--- config.mk ---
export PLATFORM = sky130hd
export DESIGN_NAME = lhpf_ram
export DESIGN_NICKNAME = d
export VERILOG_FILES = /design/src/rtl/core/lhpf_ram.sv
export SDC_FILE = /design/constraint.sdc
export NUM_CORES = 2
export LEC_CHECK = 0
export ABC_AREA = 0
export BUFFER_PORTS_ARGS = -buffer_cell sky130_fd_sc_hd__buf_2
export CORE_UTILIZATION = 30
export CTS_CLUSTER_DIAMETER = 30
export DETAILED_ROUTE_END_ITERATION = 16
export PLACE_DENSITY_LB_ADDON = 0.05
export REMOVE_ABC_BUFFERS = 1
export SLEW_MARGIN = 10
export SYNTH_ARGS = -nofsm -noshare
export SYNTH_HDL_FRONTEND = slang
export SYNTH_MEMORY_MAX_BITS = 65536
export SYNTH_SLANG_ARGS = --single-unit
--- constraint.sdc ---
create_clock -name clk -period 2.95 [get_ports clk]
set_clock_uncertainty 0.05 [all_clocks]
set_input_delay 0 -clock clk [delete_from_list [all_inputs] [get_ports clk]]
set_output_delay 0 -clock clk [all_outputs]
set_load 0.02 [all_outputs]
--- src/rtl/core/lhpf_ram.sv ---
// Generic single-port-write, single-port-read RAM with registered read data.
// No reset on the storage. Depends on nothing.
`default_nettype none

module lhpf_ram #(
  parameter int WIDTH = 9,
  parameter int DEPTH = 512
) (
  input  wire logic                     clk,
  input  wire logic                     wr_en,
  input  wire logic [$clog2(DEPTH)-1:0] wr_addr,
  input  wire logic [WIDTH-1:0]         wr_data,
  input  wire logic [$clog2(DEPTH)-1:0] rd_addr,
  output      logic [WIDTH-1:0]         rd_data
);

  logic [WIDTH-1:0] mem [DEPTH];

  // write port
  always_ff @(posedge clk) begin
    if (wr_en) begin
      mem[wr_addr] <= wr_data;
    end
  end

  // registered read, old data on a same-address write
  always_ff @(posedge clk) begin
    rd_data <= mem[rd_addr];
  end

endmodule

`default_nettype wire

==> run_results.csv <==
group,metric,value,unit
synthesis,async_flop_share,0,%
placement,portBuffers,37,
detailed_routing,drc,0,
synthesis,synth_ff_type,"edfxtp_1",
sta,hold_violations,0,
synthesis,yosys_warnings,0,
pwr,p_leak,0.08313,uW
clocking,clk_pin_slew,40,ps
clocking,cts.path.max_buffers,5,
placement,gp_congestion,0.7961,
setup_path,worstSetupPathType,"flip-flop to flip-flop",
detailed_routing,via_count,99667,
sta,slew_headroom,13.93,%
pwr,ir_drop,617.7,uV
synthesis,synth.distinct_cells,51,
setup_path,arrival,3920,ps
synthesis,synth_top_area_share,77.04,%
setup_path,critical_path.max_fanout,1,
synthesis,synth_area,179600,um2
sta,max_freq,339.5,MHz
cells_and_area,final_cell_mix,"edfxtp_1, buf_4, clkbuf_16",
synthesis,synth_largest_area_cell,"edfxtp_1",
die,row_count,283,
setup_path,cp_num_buf_inv,2,
sta,worst_slack,4.436,ps
cells_and_area,final_common_cell,"edfxtp_1",
setup_path,worstSetupStartpointType,"flip-flop",
sta,rsz0062_at_grt,"true",
setup_path,crit_chain,"mux4_2 -> o22ai_2 -> o21ai_1 -> buf_4 -> nand4_1 -> nand4_1 -> buf_4 -> and4bb_1",
clocking,numClockSinks,4617,
synthesis,yosysSeqAreaShare,77.14,%
clocking,cts_tree,"yes",
setup_path,crit_slowest_cell,"nand4_1",
clocking,clock_latency,1200,ps
grt,grt_usage,20.39,%
sta,period_needed,2946,ps
synthesis,synth_edf_count,4608,
pwr,powerDensity,875.0,nW/um2
flow_run,drv_cap,0,
setup_path,max_stage_delay,570,ps
cells_and_area,fin_cells,20134,
grt,grt_max_degree,116,
grt,antenna_found_initial,54,
setup_path,crit_family,"simple AND/OR/NAND/NOR gates",
clocking,cts_setup_buffers,0,
die,die_h,775.8,um
detailed_routing,drt_iter0_drc,7480,
detailed_routing,antenna_left,0,
cells_and_area,final_nets,11234,
detailed_routing,vias_per_cell,4.950,
setup_path,end_kind,"flip-flop",
pwr,total_power,212300,uW
die,pin_count,38,
grt,grt_pass1_wl,856200,um
die,start_util,30.18,%
placement,dpl.cell_count,17866,
placement,place_ws,-834.0,ps
grt,grt_pass1_vias,106341,
clocking,htree_levels,7,
synthesis,synthTopCellsByArea,"edfxtp_1, mux4_2, mux2i_1, o221ai_1, nor2_1",
detailed_routing,wirelength,617900,um
synthesis,syn_inst,8888,
die,die_w,775.8,um
synthesis,avgSynthCellArea,20.21,um2
detailed_routing,dr.pass1.iters,6,
clocking,cts_root_buffer,"clkbuf_16",
cells_and_area,drive_gt1_share,34.87,%
synthesis,synth_seq_cells,4617,
sta,finalSetupViolCount,0,
cells_and_area,syn_to_final_growth,35.08,%
setup_path,required,3920,ps
sta,worstMarginPinSlew,1291,ps
grt,grt_remaining_overflow,0,
placement,hpwl,395500,um
sta,drv_slew,0,
die,fp.coreArea,595200,um2
sta,fin_crit_sh,99.85,%
clocking,numCtsBuffers,1268,
sta,tns,0,ps
die,die-area,601800,um2
outcome,outcome,"finished, final reports clean",
worst_hold_path,hp-class,"input pin to flip-flop",
detailed_routing,wire_per_inst,30.69,um
==> area by class of cell <==
class / instances / area (um2)
clock buffers: 1445 / 32870
fillers: 53205 / 352600
multi-input cells: 3705 / 37990
flip-flops and latches: 4617 / 138600
clock inverters: 756 / 8157
inverters: 4 / 25.02
diodes: 18 / 45.04
repair buffers: 1609 / 15010
well taps: 7980 / 9985
==> logic make-up after synthesis <==
family | after synthesis | synth area share, %
compound gates | 1102 | 4.300
buf+inv | 566 | 1.854
flops | 4617 | 77.14
mux | 1643 | 14.37
simple gates | 960 | 2.336
==> where the power goes <==
part | internal, uW | switching, uW
Sequential | 72500 | 132
Combinational | 3040 | 5360
Clock | 92400 | 38800
Total | 168000 | 44300
==> repair_timing <==
action	in CTS	in global routing
hold endpoints to repair	6833	0
pin swaps	3	2
setup endpoints to repair	3	39
hold buffers	50	0
resized for setup	4	13
==> tightest hold or removal path, cell delays in order <==
cell	delay [ps]
buf_2	150
nand2_1	130
nor2_4	50
buf_12	150
o21ai_0	240
nand2_1	80
o21ai_1	120
buf_4	140
o2111a_1	170
==> final timing paths <==
kind | start | end | slack [ps] | cells after the start
setup / recovery | mem[207][6] | rd_data[6] | 4 | 8
hold / removal | rd_addr[6] | rd_data[7] | 130 | 9
setup reg to reg | mem[207][6] | rd_data[6] | 4 | 8
hold reg to reg | mem[166][0] | rd_data[0] | 1180 | 6
==> Yosys cell counts, types with 5 or more instances <==
master    number
mux2_2        17
nand4_1       66
buf_1         63
a22oi_1       51
buf_6         61
mux4_2       747
o21ai_1       17
o22ai_1      192
a211oi_1      15
and2_1        17
nor2_1       601
nor3b_1        5
o22a_1         8
nand3_1       25
and4bb_1       8
dfxtp_1        9
edfxtp_1    4608
a31oi_1       13
buf_2         84
mux2i_1      879
and4_1         8
nor2b_1        7
nor3_1        46
nor4_1        27
a21oi_1      217
and3_1         9
o31ai_1       19
o221ai_2       6
a221o_1        8
nand2_1      125
o221ai_1     425
buf_8         20
o21ai_0      128
buf_4         85
clkbuf_1     243
buf_12         6
==> stage by stage <==
step,util [%],area (um2),hold slack [ps]
2_1_floorplan,-,176300,48.87
3_3_place_gp,33.75,200900,417.9
3_5_place_dp,33.75,200900,420.7
4_1_cts,40.75,242500,13.65
5_1_grt,40.76,242600,100.2
6_report,40.76,242600,134.1
==> flip-flops by register name (all words and copies together), names as in the netlist <==
name / cells
mem: 4608
rd_data: 9
==> layer usage <==
layer / global-route usage [%] / vias to the layer above / wire length [um]
met2: 33.57 / 2870 / 301200
met3: 3.585 / 1104 / 27360
met5: 0 / - / 40
met4: 6.369 / 6 / 15680
met1: 27.56 / 53276 / 273600
li1: - / 42411 / -
(Power assumes the default switching activity.)
