### config.mk
export PLATFORM = sky130hd
export DESIGN_NAME = lhpf_out_fifo
export DESIGN_NICKNAME = d
export VERILOG_FILES = /design/src/rtl/core/lhpf_pkg.sv /design/src/rtl/core/lhpf_out_fifo.sv
export SDC_FILE = /design/constraint.sdc
export NUM_CORES = 1
export LEC_CHECK = 0
export BUFFER_PORTS_ARGS = -buffer_cell sky130_fd_sc_hd__buf_2
export CORE_UTILIZATION = 45
export CTS_CLUSTER_DIAMETER = 40
export DETAILED_ROUTE_END_ITERATION = 8
export PLACE_DENSITY = 0.75
export SETUP_SLACK_MARGIN = 0.02
export SYNTH_ARGS = -nofsm -noshare
export SYNTH_HDL_FRONTEND = slang
export SYNTH_SLANG_ARGS = --single-unit
### constraint.sdc
create_clock -name clk -period 4.5 [get_ports clk]
set_input_delay 0.675 -clock clk [delete_from_list [all_inputs] [get_ports clk]]
set_output_delay 0.675 -clock clk [all_outputs]
set_load 0.02 [all_outputs]
### src/rtl/core/lhpf_pkg.sv
// Package for the lane histogram peak finder: register indexes, reset values,
// field widths and the result word type. Used by the top level and lhpf_out_fifo.
`default_nettype none

package lhpf_pkg;

  // Default frame limits (top-level parameter defaults)
  localparam int DEF_MAX_WIDTH  = 512;
  localparam int DEF_MAX_HEIGHT = 256;

  // Configuration port
  localparam int CFG_W     = 10;
  localparam int CFG_IDX_W = 3;

  typedef enum logic [CFG_IDX_W-1:0] {
    REG_GRAY_THRESHOLD = 3'd0,
    REG_ROI_TOP        = 3'd1,
    REG_ROI_BOTTOM     = 3'd2,
    REG_LEFT_END       = 3'd3,
    REG_RIGHT_START    = 3'd4,
    REG_FRAME_CENTER   = 3'd5,
    REG_IMAGE_WIDTH    = 3'd6,
    REG_IMAGE_HEIGHT   = 3'd7
  } lhpf_reg_t;

  // Register reset values
  localparam logic [7:0] RST_GRAY_THRESHOLD = 8'd200;
  localparam logic [7:0] RST_ROI_TOP        = 8'd140;
  localparam logic [7:0] RST_ROI_BOTTOM     = 8'd239;
  localparam logic [8:0] RST_LEFT_END       = 9'd149;
  localparam logic [8:0] RST_RIGHT_START    = 9'd250;
  localparam logic [8:0] RST_FRAME_CENTER   = 9'd188;
  localparam logic [9:0] RST_IMAGE_WIDTH    = 10'd400;
  localparam logic [8:0] RST_IMAGE_HEIGHT   = 9'd240;

  // Field widths
  localparam int GRAY_W      = 8;
  localparam int POS_W       = 9;
  localparam int OFF_W       = 10;
  localparam int COUNT_W     = 9;
  localparam int IN_TDATA_W  = 8;
  localparam int IN_TUSER_W  = 1;
  localparam int OUT_TDATA_W = 40;

  localparam logic [COUNT_W-1:0] COUNT_MAX = '1;

  // Result queue
  localparam int OUT_DEPTH = 4;
  localparam int OUT_CNT_W = $clog2(OUT_DEPTH + 1);

  // One result word; last field in the lowest bits
  typedef struct packed {
    logic signed [OFF_W-1:0] offset;
    logic [POS_W-1:0]        lane_center;
    logic [POS_W-1:0]        right_pos;
    logic [POS_W-1:0]        left_pos;
  } lhpf_result_t;

  localparam int RESULT_W = $bits(lhpf_result_t);

  // Push request from the result stage into the output queue
  typedef struct packed {
    logic         valid;
    lhpf_result_t result;
  } lhpf_push_t;

endpackage

`default_nettype wire

### src/rtl/core/lhpf_out_fifo.sv
// Small result queue feeding the master-side stream of the peak finder.
// Depends on lhpf_pkg (result word and push struct).
`default_nettype none

module lhpf_out_fifo #(
  parameter int DEPTH = lhpf_pkg::OUT_DEPTH
) (
  input  wire logic                                clk,
  input  wire logic                                rst,
  input  wire lhpf_pkg::lhpf_push_t                push,
  output      logic [$clog2(DEPTH+1)-1:0]          count,
  output      logic                                m_tvalid,
  input  wire logic                                m_tready,
  output      logic [lhpf_pkg::OUT_TDATA_W-1:0]    m_tdata  // left_pos, right_pos,
                                                            // lane_center, offset, pad
);

  import lhpf_pkg::*;

  localparam int PTR_W = (DEPTH > 1) ? $clog2(DEPTH) : 1;
  localparam int CNT_W = $clog2(DEPTH + 1);

  lhpf_result_t     entry [DEPTH];
  logic [PTR_W-1:0] wr_ptr, rd_ptr;
  logic             pop;

  assign pop      = m_tvalid && m_tready;
  assign m_tvalid = (count != '0);
  assign m_tdata  = {{(OUT_TDATA_W - RESULT_W){1'b0}}, entry[rd_ptr]};

  // storage
  always_ff @(posedge clk) begin
    if (push.valid) begin
      entry[wr_ptr] <= push.result;
    end
  end

  // pointers and fill level
  always_ff @(posedge clk) begin
    if (rst) begin
      wr_ptr <= '0;
      rd_ptr <= '0;
      count  <= '0;
    end else begin
      if (push.valid) begin
        wr_ptr <= (wr_ptr == PTR_W'(DEPTH - 1)) ? '0 : wr_ptr + PTR_W'(1);
      end
      if (pop) begin
        rd_ptr <= (rd_ptr == PTR_W'(DEPTH - 1)) ? '0 : rd_ptr + PTR_W'(1);
      end
      unique case ({push.valid, pop})
        2'b10:   count <= count + CNT_W'(1);
        2'b01:   count <= count - CNT_W'(1);
        default: count <= count;
      endcase
    end
  end

endmodule

`default_nettype wire
==> results of run 1 <==
-- critical path: stages (launching register included) --
cell and delay [ps]:
dfxtp_2 640, buf_4 510, mux4_1 620, buf_2 190
-- per-stage QoR --
stage          std cells  worst slack, ps
3_3_place_gp         490             1800
5_1_grt              522             1250
2_1_floorplan        247             2480
4_1_cts              522             1330
6_report             523             1440
3_5_place_dp         490             1770
-- synthesized netlist by cell type --
| library cell | instances | area share |
|---|---|---|
| xor2_1 | 2 | 0.0030 |
| or3_1 | 3 | 0.0032 |
| mux4_2 | 30 | 0.11 |
| dfxtp_1 | 9 | 0.031 |
| clkbuf_2 | 1 | 0.00085 |
| a21oi_1 | 4 | 0.0034 |
| and2_1 | 4 | 0.0043 |
| edfxtp_1 | 148 | 0.76 |
| nand2_1 | 1 | 0.00064 |
| nor3b_1 | 1 | 0.0013 |
| inv_1 | 7 | 0.0045 |
| mux2i_1 | 2 | 0.0034 |
| buf_12 | 3 | 0.010 |
| o31ai_2 | 1 | 0.0021 |
| ha_1 | 6 | 0.013 |
| buf_2 | 3 | 0.0026 |
| fa_1 | 1 | 0.0034 |
| nor2_1 | 6 | 0.0038 |
| buf_4 | 3 | 0.0038 |
| buf_6 | 1 | 0.0019 |
| o21ai_0 | 1 | 0.00085 |
| mux4_1 | 7 | 0.031 |
| conb_1 | 1 | 0.00064 |
-- registers in the layout (all words and copies together) (netlist names), named ones only --
name    flops
count       3
entry     148
rd_ptr      2
wr_ptr      2
-- per-layer routing --
layer,track usage,vias up,part of all wire
li1,-,1196,-
met1,0.180,1368,0.41
met2,0.241,69,0.50
met3,0.0618,13,0.076
met4,0.0718,0,0.016
met5,0,-,0
-- final timing paths --
check / slack, ps / start / to / cells past startpoint
hold reg to reg: 500 / rd_ptr[0]$_SDFFE_PP0N_ / register / 2
setup reg to reg: 2610 / count[2]$_SDFFE_PP0P_ / count[2]$_SDFFE_PP0P_ / 8
setup / recovery: 1440 / register / m_tdata[27] / 3
hold / removal: 470 / push[8] / entry[0][8]$_DFFE_PP_ / 1
-- power by group --
group | internal [mW] | switching (mW) | leakage [nW]
registers | 1.68 | 0.0703 | 1.43
logic | 0.297 | 0.360 | 0.697
clock network | 0.928 | 0.553 | 0.294
-- area by class of cell --
cell class | instances | share of cell area
Inverter | 7 | 0.00374
Clock inverter | 14 | 0.0278
Antenna cell | 1 | 0.000356
Multi-Input combinational cell | 72 | 0.160
Timing Repair Buffer | 82 | 0.0587
Sequential cell | 157 | 0.658
Tap cell | 172 | 0.0306
Clock buffer | 18 | 0.0610
-- cell usage in the layout, fill, tap and decap left out, types with 5 or more instances in the layout --
cell type / synthesis / final
mux4_2: 30 / 30
dfxtp_1: 9 / 7
edfxtp_1: 148 / 148
mux4_1: 7 / 7
inv_1: 7 / 7
clkinv_4: 0 / 5
nor2_1: 6 / 6
buf_2: 3 / 81
clkbuf_16: 0 / 17
ha_1: 6 / 6
-- cell families (layout without fill, tap and decap cells) --
logic type | Yosys count | in the layout
buffers and inverters | 18 | 121
flip-flops | 157 | 157
other | 1 | 4
XOR/XNOR | 2 | 2
AND/OR/NAND/NOR | 15 | 15
adder cells (fa/ha/maj) | 7 | 7
multiplexers | 39 | 39
AO/OA/AOI/OAI | 6 | 6
==> metrics.md, run 1 <==
| Metric | Value |
|---|---|
| Status | `finished clean` |
| Routability congestion estimate | `between 0.6 and 0.7` |
| Register area share after synthesis | `0.787` |
| Fin nets | `385` |
| Initial antenna violation count | `1` |
| Largest family of logic cells by synthesized area | `multiplexers` |
| Final setup fails | `0` |
| Hpwl dp | `between 5 and 6 mm` |
| Root buffer cell | `clkbuf_16` |
| Pre-antenna DRT Iters | `4` |
| Relative slew slack | `0.305` |
| Worst Setup End Kind | `output port` |
| Fin area | `about 0.0070 mm^2` |
| Crit path DAT | `2390 ps` |
| Post-layout util | `0.555` |
| Post-route DRC violation count | `0` |
| Mux cell area share after synthesis | `0.150` |
| CP required | `3830 ps` |
| All-Layer GR Usage | `0.151` |
| Worst skew pair latency | `410 ps` |
| Synth Area per Inst | `about 24 um^2` |
| Max VDD drop | `a little over 0.0003 V` |
| Final setup TNS | `0 ps` |
| Vias | `2646` |
| Crit Path Category | `reg -> out` |
| Initial cell density of the core | `0.464` |
| Post-CTS Setup Repair Bufs | `0` |
| Ports | `85` |
| XOR/XNOR Fraction of Synth Area | `0.00298` |
| Type of the most critical hold path | `in -> reg` |
| Die Height | `~120 um` |
| Post-DRT Antenna Nets | `0` |
| Simple-gate share of the synthesized area | `0.0132` |
| Max-slew violation count | `0` |
| Post-CTS Hold Fix Bufs | `0` |
| Hold Vio Cnt, Final | `0` |
| Adder-cell share of the synthesized area | `0.0162` |
| Die area | `0.0135 mm^2` |
| Achievable Freq | `between 0.3 and 0.4 GHz` |
| CTS resizes | `0` |
| Period utilisation layout | `0.680` |
| Multi-input logic area | `0.00112 mm^2` |
| Global-route wire length before repair | `14.3 mm` |
| Final min period | `between 3000 and 4000 ps` |
| Number of max-cap violations | `0` |
| Area occupied by registers | `0.00463 mm^2` |
| Die X | `116 um` |
| Crit-path max FO | `24` |
| DR iter-0 viols | `~180` |
| RSZ-0062 raised after global routing | `no` |
| WL per Instance | `around 19 um` |
| Area of the core | `0.0127 mm^2` |
| TritonCTS clock tree | `built` |
| Area Overhead vs Synth | `19.7%` |
| Overflow after GRT | `0` |
| Power per cell area | `553 mW/mm^2` |
| Total wire length | `9.73 mm` |
| Synthesized netlist cell count | `245` |
| Synth unique cells | `23` |
| Mapped Area | `0.00588 mm^2` |
| Fillers | `just under 1000` |
| Synth Area in Compound Gates | `0.00639` |
| Largest net degree at the start of global routing | `38` |
| Lkg Pwr | `~2.4 nW` |
| Post-DP Area | `0.00640 mm^2` |
| Clock Skew | `8.08 ps` |
| PnR Total Power | `3.89 mW` |
| Row count | `between 40 and 50` |
| Measured slew at the worst slew-check pin | `1040 ps` |
| TritonCTS Buffers | `17` |
| Via density | `just over 5` |
| Warnings, synthesis | `0` |
| I/O Buffers | `81` |
| Worst Setup Start Kind | `register` |
| Clock Tree Buf Depth | `2` |
| Number of global-route vias before repair | `2715` |
| H-tree levels | `4` |
| Hold_ws | `about 470 ps` |
| Layout cells sized above 1 | `0.426` |
| Post-synthesis register bit count | `157` |
| Clock-pin slew on the worst setup and hold paths | `60 ps` |
| Clock Sinks | `157` |
(Power assumes the default switching activity.)
==> inputs of run 2 (changes only) <==
--- a/config.mk
+++ b/config.mk
@@ -9,7 +9,7 @@
 export CORE_UTILIZATION = 45
 export CTS_CLUSTER_DIAMETER = 40
 export DETAILED_ROUTE_END_ITERATION = 8
-export PLACE_DENSITY = 0.75
+export PLACE_DENSITY = 0.78
 export SETUP_SLACK_MARGIN = 0.02
 export SYNTH_ARGS = -nofsm -noshare
 export SYNTH_HDL_FRONTEND = slang
==> constraint.sdc (replaced) <==
create_clock -name clk -period 2.6 [get_ports clk]
set_input_delay 0.39 -clock clk [delete_from_list [all_inputs] [get_ports clk]]
set_output_delay 0.39 -clock clk [all_outputs]
set_load 0.02 [all_outputs]
==> run 2 against run 1 <==
Against the previous run: clock skew fell by 3.4 ps; routed wire length up 2.3%; core utilization up 0.74 points; critical path depth unchanged; hold slack worse by 290 ps; critical path type unchanged; largest power group unchanged.
==> metrics.md, run 2 (synthesis results as in run 1) <==
| Metric | Value |
|---|---|
| Status | `finished clean (unchanged)` |
| Die Height | `116 um (unchanged)` |
| Crit-path cells | `buf_4, mux4_1, buf_2 (unchanged)` |
| Psw | `1.68 mW (was 0.983 mW)` |
| Largest net degree at the start of global routing | `38 (unchanged)` |
| Reg-to-reg slack, setup | `680 ps (was 2610 ps)` |
| Routability congestion estimate | `0.654 (was 0.677)` |
| Post-CTS Setup Repair Bufs | `0 (unchanged)` |
| Crit path max-delay cell type | `mux4_1 (was dfxtp_2)` |
| Worst skew pair latency | `420 ps (was 410 ps)` |
| Cell family with most CP delay | `multiplexers (was buffers and inverters)` |
| Root buffer cell | `clkbuf_16 (unchanged)` |
| TritonCTS Buffers | `17 (unchanged)` |
| Measured slew at the worst slew-check pin | `611 ps (was 1040 ps)` |
| Pre-antenna DRT Iters | `4 (unchanged)` |
| I/O Buffers | `81 (unchanged)` |
| Power per cell area | `956 mW/mm^2 (was 553 mW/mm^2)` |
| Clock Tree Buf Depth | `2 (unchanged)` |
| Largest Register | `entry (unchanged)` |
| Max VDD drop | `0.000511 V (was 0.000302 V)` |
| Achievable Freq | `0.413 GHz` |
| Worst Setup Start Kind | `register (unchanged)` |
| CTS resizes | `0 (unchanged)` |
| All-Layer GR Usage | `0.164 (was 0.151)` |
| Relative slew slack | `0.592 (was 0.305)` |
| Crit path DAT | `2030 ps (was 2390 ps)` |
| Row count | `41 (unchanged)` |
| Largest stage delay, worst path | `610 ps (was 640 ps)` |
| Commonest cells after routing, fill and taps aside | `edfxtp_1 (148), buf_2 (81), mux4_2 (30), clkbuf_16 (17), buf_4 (8) (was edfxtp_1 (148), buf_2 (81), mux4_2 (30), clkbuf_16 (17))` |
| Hold Path Depth | `1 (unchanged)` |
| Hold Vio Cnt, Final | `0 (unchanged)` |
| Worst r2r dst | `count[2]$_SDFFE_PP0P_ (unchanged)` |
| Clock Sinks | `157 (unchanged)` |
| Die area | `0.0135 mm^2 (unchanged)` |
| Hpwl dp | `6.37 mm (was 5.69 mm)` |
| Hold Path Origin | `push[7] (was push[8])` |
| Total wire length | `9.95 mm (was 9.73 mm)` |
| Layout cells sized above 1 | `0.439 (was 0.426)` |
| Die X | `116 um (unchanged)` |
| Number of global-route vias before repair | `2826 (was 2715)` |
| Overflow after GRT | `0 (unchanged)` |
| Post-layout util | `0.562 (was 0.555)` |
| PnR Total Power | `6.81 mW (was 3.89 mW)` |
| TritonCTS clock tree | `built (unchanged)` |
| Crit Path Category | `reg -> out (unchanged)` |
| WL per Instance | `18.8 um (was 18.6 um)` |
| WHS Endpoint | `entry[1][7]$_DFFE_PP_ (was entry[0][8]$_DFFE_PP_)` |
| RSZ-0062 raised after global routing | `no (unchanged)` |
| Vias | `2658 (was 2646)` |
| Final min period | `2420 ps` |
| Number of max-cap violations | `0 (unchanged)` |
| Largest register FFs | `148 (unchanged)` |
| H-tree levels | `4 (unchanged)` |
| Global-route wire length before repair | `15.5 mm (was 14.3 mm)` |
| Fin nets | `394 (was 385)` |
| Type of the most critical hold path | `in -> reg (unchanged)` |
| Antenna cells | `0 (was 1)` |
| Share of power burned in registers | `0.437 (was 0.450)` |
| Via density | `5.02 (was 5.06)` |
| Biggest regs | `entry (148), count (3) (unchanged)` |
| Area of the core | `0.0127 mm^2 (unchanged)` |
| Sw Share | `0.247 (was 0.253)` |
| Crit-path max FO | `15 (was 24)` |
| Clock-pin slew on the worst setup and hold paths | `60 ps (about the same)` |
| Lkg Pwr | `2.48 nW (was 2.42 nW)` |
| Hold_ws | `179 ps (was 474 ps)` |
| Ports | `85 (unchanged)` |
| Initial antenna violation count | `0 (was 1)` |
| CP required | `2210 ps (was 3830 ps)` |
| Internal power | `5.13 mW (was 2.90 mW)` |
| R2r startpoint | `count[0]$_SDFFE_PP0P_ (was count[2]$_SDFFE_PP0P_)` |
| Initial cell density of the core | `0.464 (unchanged)` |
| Commonest non-fill, non-tap cell in the layout | `edfxtp_1 (unchanged)` |
| Area Overhead vs Synth | `21.3% (was 19.7%)` |
| Final setup fails | `0 (unchanged)` |
| CP Buf/Inv Count | `2 (unchanged)` |
| Post-CTS Hold Fix Bufs | `0 (unchanged)` |
| Clock Skew | `4.65 ps (was 8.08 ps)` |
| Reg2Reg Depth | `8 (unchanged)` |
| Max-slew violation count | `0 (unchanged)` |
| Post-route DRC violation count | `0 (unchanged)` |
| Period utilisation layout | `0.931` |
| Post-DRT Antenna Nets | `0 (unchanged)` |
| Final setup TNS | `0 ps (unchanged)` |
| DR iter-0 viols | `115 (was 177)` |
| Clk pwr share | `0.383 (was 0.381)` |
| Worst Setup End Kind | `output port (unchanged)` |
| Comb pwr share | `0.180 (was 0.169)` |
## run 2: changes by cell type in the layout (fill, tap and decap cells not counted), moves of 2 or more
cell      change
clkinv_2      +2
buf_4         +7
buf_12        +2
clkinv_4      -5
## run 2: cell type report
cell class	count	area, um^2
Clock buffer	19	433
Timing Repair Buffer	91	505
Tap cell	172	215
Sequential cell	157	4630
Inverter	7	26.3
Clock inverter	12	195
Fill cell	951	5550
Multi-Input combinational cell	72	1120
## run 2: worst max path at each step
| stage | from | endpoint | slack, ps | depth (start not counted) |
|---|---|---|---|---|
| 2_1_floorplan | count[0]$_SDFFE_PP0P_ | count[2]$_SDFFE_PP0P_ | 700 | 8 |
| 3_3_place_gp | register | m_tdata[29] | 640 | 3 |
| 3_5_place_dp | register | m_tdata[31] | 590 | 3 |
| 4_1_cts | register | m_tdata[31] | 150 | 3 |
| 5_1_grt | register | m_tdata[31] | 70 | 3 |
| 6_report | register | m_tdata[31] | 180 | 3 |
## run 2: through the flow
stage                     cell area [um^2]  instances  setup slack [ps]
final                                 7130        530               180
after global routing                  7130        530              68.4
after CTS                             7130        530               149
after detailed placement              6500        499               593
after global placement                6500        499               644
after floorplan                       5880        247               703
## run 2: layer usage
metal  up-vias  global-route usage  wire length (um)
li1       1213                   -                 -
met1      1357               0.201              4210
met2        70               0.270              5020
met3        18              0.0529               556
met4         0              0.0701               161
met5         -                   0                 0
## run 2: power by group through the flow
stage	Sequential, mW	Combinational [mW]	Clock (mW)
after detailed placement	3.03	1.25	0
after floorplan	3.02	0.930	0
after global routing	2.99	1.33	2.77
after global placement	3.01	1.24	0
after CTS	2.98	1.26	2.65
final	2.98	1.23	2.61
